## config.mk

```make
export PLATFORM = sky130hd
export DESIGN_NAME = bounded_double_ended_queue
export DESIGN_NICKNAME = d
export VERILOG_FILES = /design/src/rtl/bdeq_pkg.sv /design/src/rtl/bdeq_ram.sv /design/src/rtl/bdeq_front.sv /design/src/rtl/bdeq_back.sv /design/src/rtl/bounded_double_ended_queue.sv
export SDC_FILE = /design/constraint.sdc
export NUM_CORES = 1
export LEC_CHECK = 0
export ABC_AREA = 0
export BUFFER_PORTS_ARGS = -buffer_cell sky130_fd_sc_hd__buf_4
export CORE_ASPECT_RATIO = 0.75
export CORE_MARGIN = 2
export CORE_UTILIZATION = 50
export CTS_CLUSTER_SIZE = 8
export DETAILED_ROUTE_END_ITERATION = 8
export HOLD_SLACK_MARGIN = 0.03
export PLACE_DENSITY = 0.73
export SYNTH_ARGS = -nofsm -noshare
export SYNTH_HDL_FRONTEND = slang
export SYNTH_HIERARCHICAL = 1
export SYNTH_SLANG_ARGS = --single-unit
```

## constraint.sdc

```tcl
create_clock -name clk -period 13.9 [get_ports clk]
set_input_delay 2.085 -clock clk [delete_from_list [all_inputs] [get_ports clk]]
set_output_delay 2.085 -clock clk [all_outputs]
set_load 0.1 [all_outputs]
```

## src/rtl/bdeq_pkg.sv

```systemverilog
// Shared types, codes and ring arithmetic for the bounded double-ended queue.
`default_nettype none
package bdeq_pkg;

  localparam int DEPTH = 8;
  localparam int IDX_W = $clog2(DEPTH);
  localparam int CNT_W = $clog2(DEPTH + 1);

  localparam int OP_W     = 3;
  localparam int VAL_W    = 32;
  localparam int STAT_W   = 2;
  localparam int HELD_W   = 4;
  localparam int IN_TDW   = 40;
  localparam int OUT_TDW  = 40;

  localparam logic [OP_W-1:0] OP_PUSH_FRONT = 3'd0;
  localparam logic [OP_W-1:0] OP_PUSH_BACK  = 3'd1;
  localparam logic [OP_W-1:0] OP_POP_FRONT  = 3'd2;
  localparam logic [OP_W-1:0] OP_POP_BACK   = 3'd3;
  localparam logic [OP_W-1:0] OP_READ_ALL   = 3'd4;

  localparam logic [STAT_W-1:0] ST_OK    = 2'd0;
  localparam logic [STAT_W-1:0] ST_FULL  = 2'd1;
  localparam logic [STAT_W-1:0] ST_EMPTY = 2'd2;

  typedef struct packed {
    logic [OP_W-1:0]         opcode;
    logic signed [VAL_W-1:0] value;
  } cmd_t;

  // (a + b) mod DEPTH for a, b below DEPTH
  function automatic logic [IDX_W-1:0] wrap_add(input logic [IDX_W-1:0] a,
                                               input logic [IDX_W-1:0] b);
    logic [IDX_W:0] s;
    s = {1'b0, a} + {1'b0, b};
    if (s >= (IDX_W+1)'(DEPTH)) begin
      s = s - (IDX_W+1)'(DEPTH);
    end
    return s[IDX_W-1:0];
  endfunction

  // (a - 1) mod DEPTH
  function automatic logic [IDX_W-1:0] wrap_dec(input logic [IDX_W-1:0] a);
    logic [IDX_W-1:0] r;
    if (a == '0) begin
      r = IDX_W'(DEPTH - 1);
    end else begin
      r = a - IDX_W'(1);
    end
    return r;
  endfunction

  // fill count masked to the held_count field
  function automatic logic [HELD_W-1:0] to_held(input logic [CNT_W-1:0] cnt);
    logic [31:0] t;
    t = 32'(cnt);
    return t[HELD_W-1:0];
  endfunction

endpackage
`default_nettype wire

```

## src/rtl/bdeq_ram.sv

```systemverilog
// Generic single-write, single-read RAM with registered read data.
`default_nettype none
module bdeq_ram #(
  parameter int WIDTH = 32,
  parameter int DEPTH = 8
) (
  input  wire logic                     clk,
  input  wire logic                     we,
  input  wire logic [$clog2(DEPTH)-1:0] waddr,
  input  wire logic [WIDTH-1:0]         wdata,
  input  wire logic                     re,
  input  wire logic [$clog2(DEPTH)-1:0] raddr,
  output logic      [WIDTH-1:0]         rdata
);

  logic [WIDTH-1:0] mem [DEPTH];

  always_ff @(posedge clk) begin
    if (we) begin
      mem[waddr] <= wdata;
    end
    if (re) begin
      rdata <= mem[raddr];
    end
  end

endmodule
`default_nettype wire

```

## src/rtl/bdeq_front.sv

```systemverilog
// Front end: takes input beats, drops unknown opcodes, queues commands.
`default_nettype none
module bdeq_front (
  input  wire logic                          clk,
  input  wire logic                          rst_n,
  input  wire logic                          in_tvalid,
  output logic                               in_tready,
  input  wire logic [bdeq_pkg::IN_TDW-1:0]   in_tdata,
  output logic                               cmd_valid,
  input  wire logic                          cmd_ready,
  output bdeq_pkg::cmd_t                     cmd
);

  localparam logic [1:0] Q_FULL = 2'd2;

  bdeq_pkg::cmd_t q_r [2];
  logic       wptr_r, wptr_nxt;
  logic       rptr_r, rptr_nxt;
  logic [1:0] cnt_r, cnt_nxt;
  logic       known_op;
  logic       push;
  logic       pop;
  bdeq_pkg::cmd_t in_cmd;

  assign in_cmd.opcode = in_tdata[bdeq_pkg::OP_W-1:0];
  assign in_cmd.value  = in_tdata[bdeq_pkg::OP_W +: bdeq_pkg::VAL_W];

  assign known_op  = in_cmd.opcode <= bdeq_pkg::OP_READ_ALL;
  assign in_tready = cnt_r != Q_FULL;
  assign push      = in_tvalid && in_tready && known_op;
  assign cmd_valid = cnt_r != 2'd0;
  assign pop       = cmd_valid && cmd_ready;
  assign cmd       = q_r[rptr_r];

  always_comb begin
    wptr_nxt = push ? !wptr_r : wptr_r;
    rptr_nxt = pop ? !rptr_r : rptr_r;
    cnt_nxt  = cnt_r + 2'(push) - 2'(pop);
  end

  always_ff @(posedge clk) begin
    if (!rst_n) begin
      wptr_r <= 1'b0;
      rptr_r <= 1'b0;
      cnt_r  <= 2'd0;
    end else begin
      wptr_r <= wptr_nxt;
      rptr_r <= rptr_nxt;
      cnt_r  <= cnt_nxt;
    end
  end

  always_ff @(posedge clk) begin
    if (push) begin
      q_r[wptr_r] <= in_cmd;
    end
  end

endmodule
`default_nettype wire

```

## src/rtl/bdeq_back.sv

```systemverilog
// Back end: ring pointers, entry store and result register.
`default_nettype none
module bdeq_back (
  input  wire logic                          clk,
  input  wire logic                          rst_n,
  input  wire logic                          cmd_valid,
  output logic                               cmd_ready,
  input  wire bdeq_pkg::cmd_t                cmd,
  output logic                               out_tvalid,
  input  wire logic                          out_tready,
  output logic [bdeq_pkg::OUT_TDW-1:0]       out_tdata,
  output logic                               out_tlast
);

  localparam logic S_IDLE = 1'b0;
  localparam logic S_RD   = 1'b1;
  localparam int   IW     = bdeq_pkg::IDX_W;
  localparam int   CW     = bdeq_pkg::CNT_W;

  logic          state_r, state_nxt;
  logic [IW-1:0] front_r, front_nxt;
  logic [CW-1:0] fill_r, fill_nxt;
  logic [IW-1:0] rd_idx_r, rd_idx_nxt;
  logic          rd_all_r, rd_all_nxt;

  logic                            out_valid_r, out_valid_nxt;
  logic [bdeq_pkg::STAT_W-1:0]     out_status_r, out_status_nxt;
  logic [bdeq_pkg::VAL_W-1:0]      out_value_r, out_value_nxt;
  logic                            out_last_r, out_last_nxt;
  logic [bdeq_pkg::HELD_W-1:0]     out_held_r, out_held_nxt;

  logic                        ram_we, ram_re;
  logic [IW-1:0]               ram_waddr, ram_raddr;
  logic [bdeq_pkg::VAL_W-1:0]  ram_rdata;

  logic slot_free;
  logic is_full, is_empty;
  logic rd_last;

  bdeq_ram #(
    .WIDTH(bdeq_pkg::VAL_W),
    .DEPTH(bdeq_pkg::DEPTH)
  ) u_ram (
    .clk  (clk),
    .we   (ram_we),
    .waddr(ram_waddr),
    .wdata(cmd.value),
    .re   (ram_re),
    .raddr(ram_raddr),
    .rdata(ram_rdata)
  );

  assign slot_free = !out_valid_r || out_tready;
  assign is_full   = fill_r == CW'(bdeq_pkg::DEPTH);
  assign is_empty  = fill_r == '0;
  assign rd_last   = !rd_all_r || (CW'(rd_idx_r) + CW'(1) == fill_r);

  always_comb begin
    state_nxt      = state_r;
    front_nxt      = front_r;
    fill_nxt       = fill_r;
    rd_idx_nxt     = rd_idx_r;
    rd_all_nxt     = rd_all_r;
    out_valid_nxt  = out_valid_r && !out_tready;
    out_status_nxt = out_status_r;
    out_value_nxt  = out_value_r;
    out_last_nxt   = out_last_r;
    out_held_nxt   = out_held_r;
    ram_we         = 1'b0;
    ram_re         = 1'b0;
    ram_waddr      = front_r;
    ram_raddr      = front_r;
    cmd_ready      = 1'b0;

    case (state_r)
      S_IDLE: begin
        cmd_ready = slot_free;
        if (slot_free && cmd_valid) begin
          out_value_nxt = '0;
          out_last_nxt  = 1'b1;
          out_held_nxt  = bdeq_pkg::to_held(fill_r);
          case (cmd.opcode)
            bdeq_pkg::OP_PUSH_FRONT, bdeq_pkg::OP_PUSH_BACK: begin
              out_valid_nxt = 1'b1;
              if (is_full) begin
                out_status_nxt = bdeq_pkg::ST_FULL;
              end else begin
                ram_we = 1'b1;
                if (cmd.opcode == bdeq_pkg::OP_PUSH_FRONT) begin
                  ram_waddr = bdeq_pkg::wrap_dec(front_r);
                  front_nxt = bdeq_pkg::wrap_dec(front_r);
                end else begin
                  ram_waddr = bdeq_pkg::wrap_add(front_r, IW'(fill_r));
                end
                fill_nxt       = fill_r + CW'(1);
                out_status_nxt = bdeq_pkg::ST_OK;
                out_held_nxt   = bdeq_pkg::to_held(fill_r + CW'(1));
              end
            end
            bdeq_pkg::OP_POP_FRONT, bdeq_pkg::OP_POP_BACK,
            bdeq_pkg::OP_READ_ALL: begin
              if (is_empty) begin
                out_valid_nxt  = 1'b1;
                out_status_nxt = bdeq_pkg::ST_EMPTY;
              end else begin
                ram_re     = 1'b1;
                state_nxt  = S_RD;
                rd_idx_nxt = '0;
                rd_all_nxt = cmd.opcode == bdeq_pkg::OP_READ_ALL;
                if (cmd.opcode == bdeq_pkg::OP_POP_FRONT) begin
                  fill_nxt  = fill_r - CW'(1);
                  front_nxt = (fill_r == CW'(1)) ? '0 :
                              bdeq_pkg::wrap_add(front_r, IW'(1));
                end else if (cmd.opcode == bdeq_pkg::OP_POP_BACK) begin
                  ram_raddr = bdeq_pkg::wrap_add(front_r, IW'(fill_r - CW'(1)));
                  fill_nxt  = fill_r - CW'(1);
                  if (fill_r == CW'(1)) begin
                    front_nxt = '0;
                  end
                end
              end
            end
            default: begin
            end
          endcase
        end
      end
      S_RD: begin
        // read data holds until the next read, so wait here on a stall
        if (slot_free) begin
          out_valid_nxt  = 1'b1;
          out_status_nxt = bdeq_pkg::ST_OK;
          out_value_nxt  = ram_rdata;
          out_last_nxt   = rd_last;
          out_held_nxt   = bdeq_pkg::to_held(fill_r);
          if (rd_last) begin
            state_nxt = S_IDLE;
          end else begin
            ram_re     = 1'b1;
            ram_raddr  = bdeq_pkg::wrap_add(front_r, rd_idx_r + IW'(1));
            rd_idx_nxt = rd_idx_r + IW'(1);
          end
        end
      end
      default: begin
        state_nxt = S_IDLE;
      end
    endcase
  end

  always_ff @(posedge clk) begin
    if (!rst_n) begin
      state_r     <= S_IDLE;
      front_r     <= '0;
      fill_r      <= '0;
      rd_idx_r    <= '0;
      rd_all_r    <= 1'b0;
      out_valid_r <= 1'b0;
    end else begin
      state_r     <= state_nxt;
      front_r     <= front_nxt;
      fill_r      <= fill_nxt;
      rd_idx_r    <= rd_idx_nxt;
      rd_all_r    <= rd_all_nxt;
      out_valid_r <= out_valid_nxt;
    end
  end

  always_ff @(posedge clk) begin
    out_status_r <= out_status_nxt;
    out_value_r  <= out_value_nxt;
    out_last_r   <= out_last_nxt;
    out_held_r   <= out_held_nxt;
  end

  assign out_tvalid = out_valid_r;
  assign out_tlast  = out_last_r;
  assign out_tdata  = {{(bdeq_pkg::OUT_TDW - bdeq_pkg::STAT_W - bdeq_pkg::VAL_W
                        - bdeq_pkg::HELD_W){1'b0}},
                       out_held_r, out_value_r, out_status_r};

`ifndef NO_ASSERTIONS
  a_fill_bound: assert property (@(posedge clk) disable iff (!rst_n)
    fill_r <= CW'(bdeq_pkg::DEPTH))
    else $error("fill count above depth");
  a_front_bound: assert property (@(posedge clk) disable iff (!rst_n)
    front_r < IW'(bdeq_pkg::DEPTH - 1) || front_r == IW'(bdeq_pkg::DEPTH - 1))
    else $error("front index outside ring");
  a_empty_front: assert property (@(posedge clk) disable iff (!rst_n)
    fill_r == '0 |-> front_r == '0)
    else $error("front index not home on empty store");
  a_scan_range: assert property (@(posedge clk) disable iff (!rst_n)
    state_r == S_RD && rd_all_r |-> CW'(rd_idx_r) < fill_r)
    else $error("read-all scan past held values");
  a_write_idle: assert property (@(posedge clk) disable iff (!rst_n)
    ram_we |-> state_r == S_IDLE && !is_full)
    else $error("store write outside an accepted push");
`endif

endmodule
`default_nettype wire

```

## src/rtl/bounded_double_ended_queue.sv

```systemverilog
// Top level of the bounded double-ended queue: front end feeding the back end.
//
//  channel | dir | fields (tdata from bit 0 up)                    | tlast
//  in_     | in  | opcode[2:0], push_value[34:3], zero pad        | -
//  out_    | out | status[1:0], out_value[33:2], held_count[37:34] | last
//
// Push, refused push and any empty request: result registered in the cycle after
// the back end takes the command. Pop: entry RAM read register, then result
// register. Read all: one beat per cycle unless the output stalls. The back end
// takes the next command once its previous result is issued; the front end
// queues up to two beats meanwhile. Reset takes effect at once, no clearing
// pass. A stalled output holds its beat while the back end waits.
`default_nettype none
module bounded_double_ended_queue (
  input  wire logic                         clk,
  input  wire logic                         rst_n,
  input  wire logic                         in_tvalid,
  output logic                              in_tready,
  // opcode, push_value, zero pad
  input  wire logic [bdeq_pkg::IN_TDW-1:0]  in_tdata,
  output logic                              out_tvalid,
  input  wire logic                         out_tready,
  // status, out_value, held_count, zero pad
  output logic [bdeq_pkg::OUT_TDW-1:0]      out_tdata,
  output logic                              out_tlast
);

  logic           cmd_valid;
  logic           cmd_ready;
  bdeq_pkg::cmd_t cmd;

  bdeq_front u_front (
    .clk      (clk),
    .rst_n    (rst_n),
    .in_tvalid(in_tvalid),
    .in_tready(in_tready),
    .in_tdata (in_tdata),
    .cmd_valid(cmd_valid),
    .cmd_ready(cmd_ready),
    .cmd      (cmd)
  );

  bdeq_back u_back (
    .clk       (clk),
    .rst_n     (rst_n),
    .cmd_valid (cmd_valid),
    .cmd_ready (cmd_ready),
    .cmd       (cmd),
    .out_tvalid(out_tvalid),
    .out_tready(out_tready),
    .out_tdata (out_tdata),
    .out_tlast (out_tlast)
  );

endmodule
`default_nettype wire
```

==> results.cfg <==
[worst_setup_path]
path_class = in -> reg
critical-path-slowest-cell = sky130_fd_sc_hd__buf_4
cp.required_ns = 14.21
timing.critical_path.fanout_max = 51
worst_setup_path_start_kind = primary input
crit_path_frequent_cell = sky130_fd_sc_hd__buf_4
worst_path_dominant_cell_family = compound AO/OA/AOI/OAI gates
slowest_delay_ns = 0.76
path_buf_inv = 2
cp_data_arrival_time_ns = 5.17
crit_path_start = out_tready
worstReg2RegStart = u_back/fill_r[1]$_SDFFE_PN0P_
cp-end-kind = flop
cp_cell_sequence = buf_4 > nand2b_1 > o311ai_1 > o22ai_2 > a32o_1 > a21o_4 > buf_4 > mux4_1 > mux2_2

[yosys]
synth-async-reset-ratio_pct = 0
ys_warn_count = 6
yosysSeqAreaShare_pct = 73.7
dominant_register_cell_in_the_synthesized_netlist = sky130_fd_sc_hd__edfxtp_1
synth.top_cell.area_share_pct = 71.6
ys_ff_latch = 415
synthDistinctLibCells = 66
yosysTopAreaCell = sky130_fd_sc_hd__edfxtp_1
netlist_top_cells_area = sky130_fd_sc_hd__edfxtp_1, sky130_fd_sc_hd__mux4_1, sky130_fd_sc_hd__mux4_2
syn_area_sq_um = 16700
edff_count_synth = 397
synth.most_common_cell = sky130_fd_sc_hd__edfxtp_1
syn-mean-instance-area_sq_um = 20.3
netlist_instances = 822
yosys-top-cells-count = sky130_fd_sc_hd__edfxtp_1, sky130_fd_sc_hd__mux4_1, sky130_fd_sc_hd__mux2_2

[drt]
drt_iter0_drcs = 601
m1WireLength_mm = 14.0
detail_route.wl_per_cell_um = 21.9
post-route-drc-count = 0
drt.antenna.violating_nets = 0
detail_route.wirelength_mm = 30.6
vias_per_cell = 5.60
dr.max_layer_used = met4
first_pass_iters = 4
wl_met3_mm = 1.47
wl_met2_mm = 14.5
vias = 7812

[status]
outcome = completed

[timing]
timing.max_slew.rel_slack_pct = 38.7
skew_ns = 0.0151
maxClockFrequency_ghz = 0.206
report.final.slew_viol_count = 0
tns_ns = 0
hold_viol = 0
layout_worst_path_cycle_share_pct = 34.9
tightest_slew_ns = 0.920
setup_violations = 0
layout_min_cycle_time_ns = 4.86
unrepaired_setup_endpoints_after_global_routing = false

[finish]
final_design_area_no_fill_sq_um = 19300
fin_util_pct = 59.2
area_delta_synth_final_pct = 15.7
layout.nets = 1003
layout-drive-gt1-share_pct = 29.6
ant_diodes = 0
final_cell_count_no_fill = 1396

[clocking]
clk_latency_ns = 0.57
post_cts_hold_buffer_count = 0
max-clock-path-buffers = 3
ctsResizeCount = 0
clkTransAtPathRegs_ns = 0.05
htreeDepth = 2
number_of_sinks_handled_by_clock_tree_synthesis = 415
cts_tree = done
cts_inserted_buffers = 57
cts.repair_timing.setup_buffer_count = 0
cts-root-buf = sky130_fd_sc_hd__clkbuf_16

[power]
p_clk_share_pct = 31.8
p_total_mw = 3.77
max_ir_drop_vdd_v = 0.000144
intPower_mw = 2.61
power-per-cell-area_nw_per_um2 = 196
netSwitchingFraction_pct = 30.8
power_leakage_nw = 6.47
p_comb_share_pct = 25.6
switching_power_mw = 1.16
pwr-share-seq_pct = 42.7

[global_route]
overflow = 0
first_global_vias = 8153
wire_length_of_the_first_global_routing_pass_mm = 47.6
grt_start_max_net_pins = 52
groute.usage.overall_pct = 18.1
number_of_antenna_violations_at_the_first_check_in_global_routing = 0

[placed_design]
hpwl_mm = 16.8
routabilityCongestion = 0.788
placement.io_buffers = 79
place_inst = 1327
place_area_sq_um = 17800

[floorplanning]
fp_rows = 57
die_height_um = 162
initial_core_util_pct = 51.1
die_width_um = 215
die_area_sq_um = 34800
core_area_sq_um = 32600
pin_count = 87

[worst_hold_path]
hold_path.startpoint = u_back/u_ram/rdata[1]$_DFFE_PP_
holdCritPathClass = reg -> reg

[flow_run]
max-cap-violations = 0
path summary, 6_finish.rpt:
| kind | endpoint | cells past startpoint | slack, ns |
|---|---|---|---|
| max | u_back/u_ram/rdata[12]$_DFFE_PP_ | 9 | 9.04 |
| min | u_back/out_value_r[1]$_SDFFCE_PN0P_ | 1 | 0.52 |
| max reg2reg | u_back/u_ram/rdata[12]$_DFFE_PP_ | 9 | 9.32 |
| min reg2reg | u_back/out_value_r[1]$_SDFFCE_PN0P_ | 1 | 0.52 |
sequential cells by signal, summed over array words and instances, names as in the netlist, named ones only:
| register | count |
|---|---|
| u_back/fill_r | 4 |
| u_back/front_r | 3 |
| u_back/out_held_r | 4 |
| u_back/out_status_r | 2 |
| u_back/out_tlast | 1 |
| u_back/out_tvalid | 1 |
| u_back/out_value_r | 32 |
| u_back/rd_all_r | 1 |
| u_back/rd_idx_r | 3 |
| u_back/state_r | 1 |
| u_back/u_ram/mem | 256 |
| u_back/u_ram/rdata | 32 |
| u_front/cnt_r | 2 |
| u_front/q_r | 70 |
| u_front/rptr_r | 1 |
| u_front/wptr_r | 1 |
routing by layer:
metal | GRT usage, % | vias up
met5 | 0 | -
met4 | 5.27 | 0
met3 | 3.60 | 53
met2 | 29.1 | 220
met1 | 25.3 | 4016
li1 | - | 3523
cell type report:
class	instances	area [sq um]
clock inverters	2	38.8
clock buffers	67	1490
inverters	16	60.1
flip-flops and latches	415	12300
repair buffers	98	736
multi-input cells	356	4120
well taps	442	553
fillers	2369	13300
worst reg2reg max path, cell delays in order, from the launching register on:
cell and delay [ns]:
sky130_fd_sc_hd__dfxtp_1 0.40, sky130_fd_sc_hd__inv_1 0.21, sky130_fd_sc_hd__ha_1 0.34, sky130_fd_sc_hd__or3b_1 0.56, sky130_fd_sc_hd__nor3b_1 0.22, sky130_fd_sc_hd__o221ai_1 0.46, sky130_fd_sc_hd__a21o_4 0.38, sky130_fd_sc_hd__buf_4 0.76
sky130_fd_sc_hd__mux4_1 0.72, sky130_fd_sc_hd__mux2_2 0.28
cells by family after synthesis:
logic type	after synthesis	synth area share (%)
AOI/OAI and AO/OA	56	2.31
xor gates and xnor gates	15	0.789
adders and majority gates	15	1.26
buffers and inverters	52	2.16
DFF	415	73.7
muxes	135	15.0
other	1	0.0225
and+or+nand+nor	133	4.73
power by group through the flow:
stage / Sequential [mW] / Combinational, mW / Clock [mW]
3_5_place_dp: 1.63 / 0.973 / 0
5_1_grt: 1.62 / 1.02 / 1.28
3_3_place_gp: 1.63 / 0.952 / 0
2_1_floorplan: 1.93 / 0.482 / 0
6_report: 1.61 / 0.965 / 1.20
4_1_cts: 1.61 / 0.976 / 1.23
through the flow:
| step | setup WS [ns] | hold slack [ns] |
|---|---|---|
| 2_1_floorplan | 8.18 | 0.451 |
| 3_3_place_gp | 8.52 | 0.474 |
| 3_5_place_dp | 8.45 | 0.499 |
| 4_1_cts | 9.03 | 0.508 |
| 5_1_grt | 8.80 | 0.529 |
| 6_report | 9.04 | 0.522 |
cell usage in the layout, fill, tap and decap left out, types with 12 or more instances in the layout:
cell type,count
sky130_fd_sc_hd__clkbuf_16,58
sky130_fd_sc_hd__ha_1,12
sky130_fd_sc_hd__and2_1,35
sky130_fd_sc_hd__buf_4,98
sky130_fd_sc_hd__dfxtp_1,17
sky130_fd_sc_hd__mux2_2,37
sky130_fd_sc_hd__mux4_2,24
sky130_fd_sc_hd__edfxtp_1,397
sky130_fd_sc_hd__nand2_1,21
sky130_fd_sc_hd__o21ai_0,15
sky130_fd_sc_hd__inv_1,15
sky130_fd_sc_hd__mux2_4,30
sky130_fd_sc_hd__mux4_1,40
sky130_fd_sc_hd__nor2_1,13
Note: power is estimated with default switching activity, not from simulation.
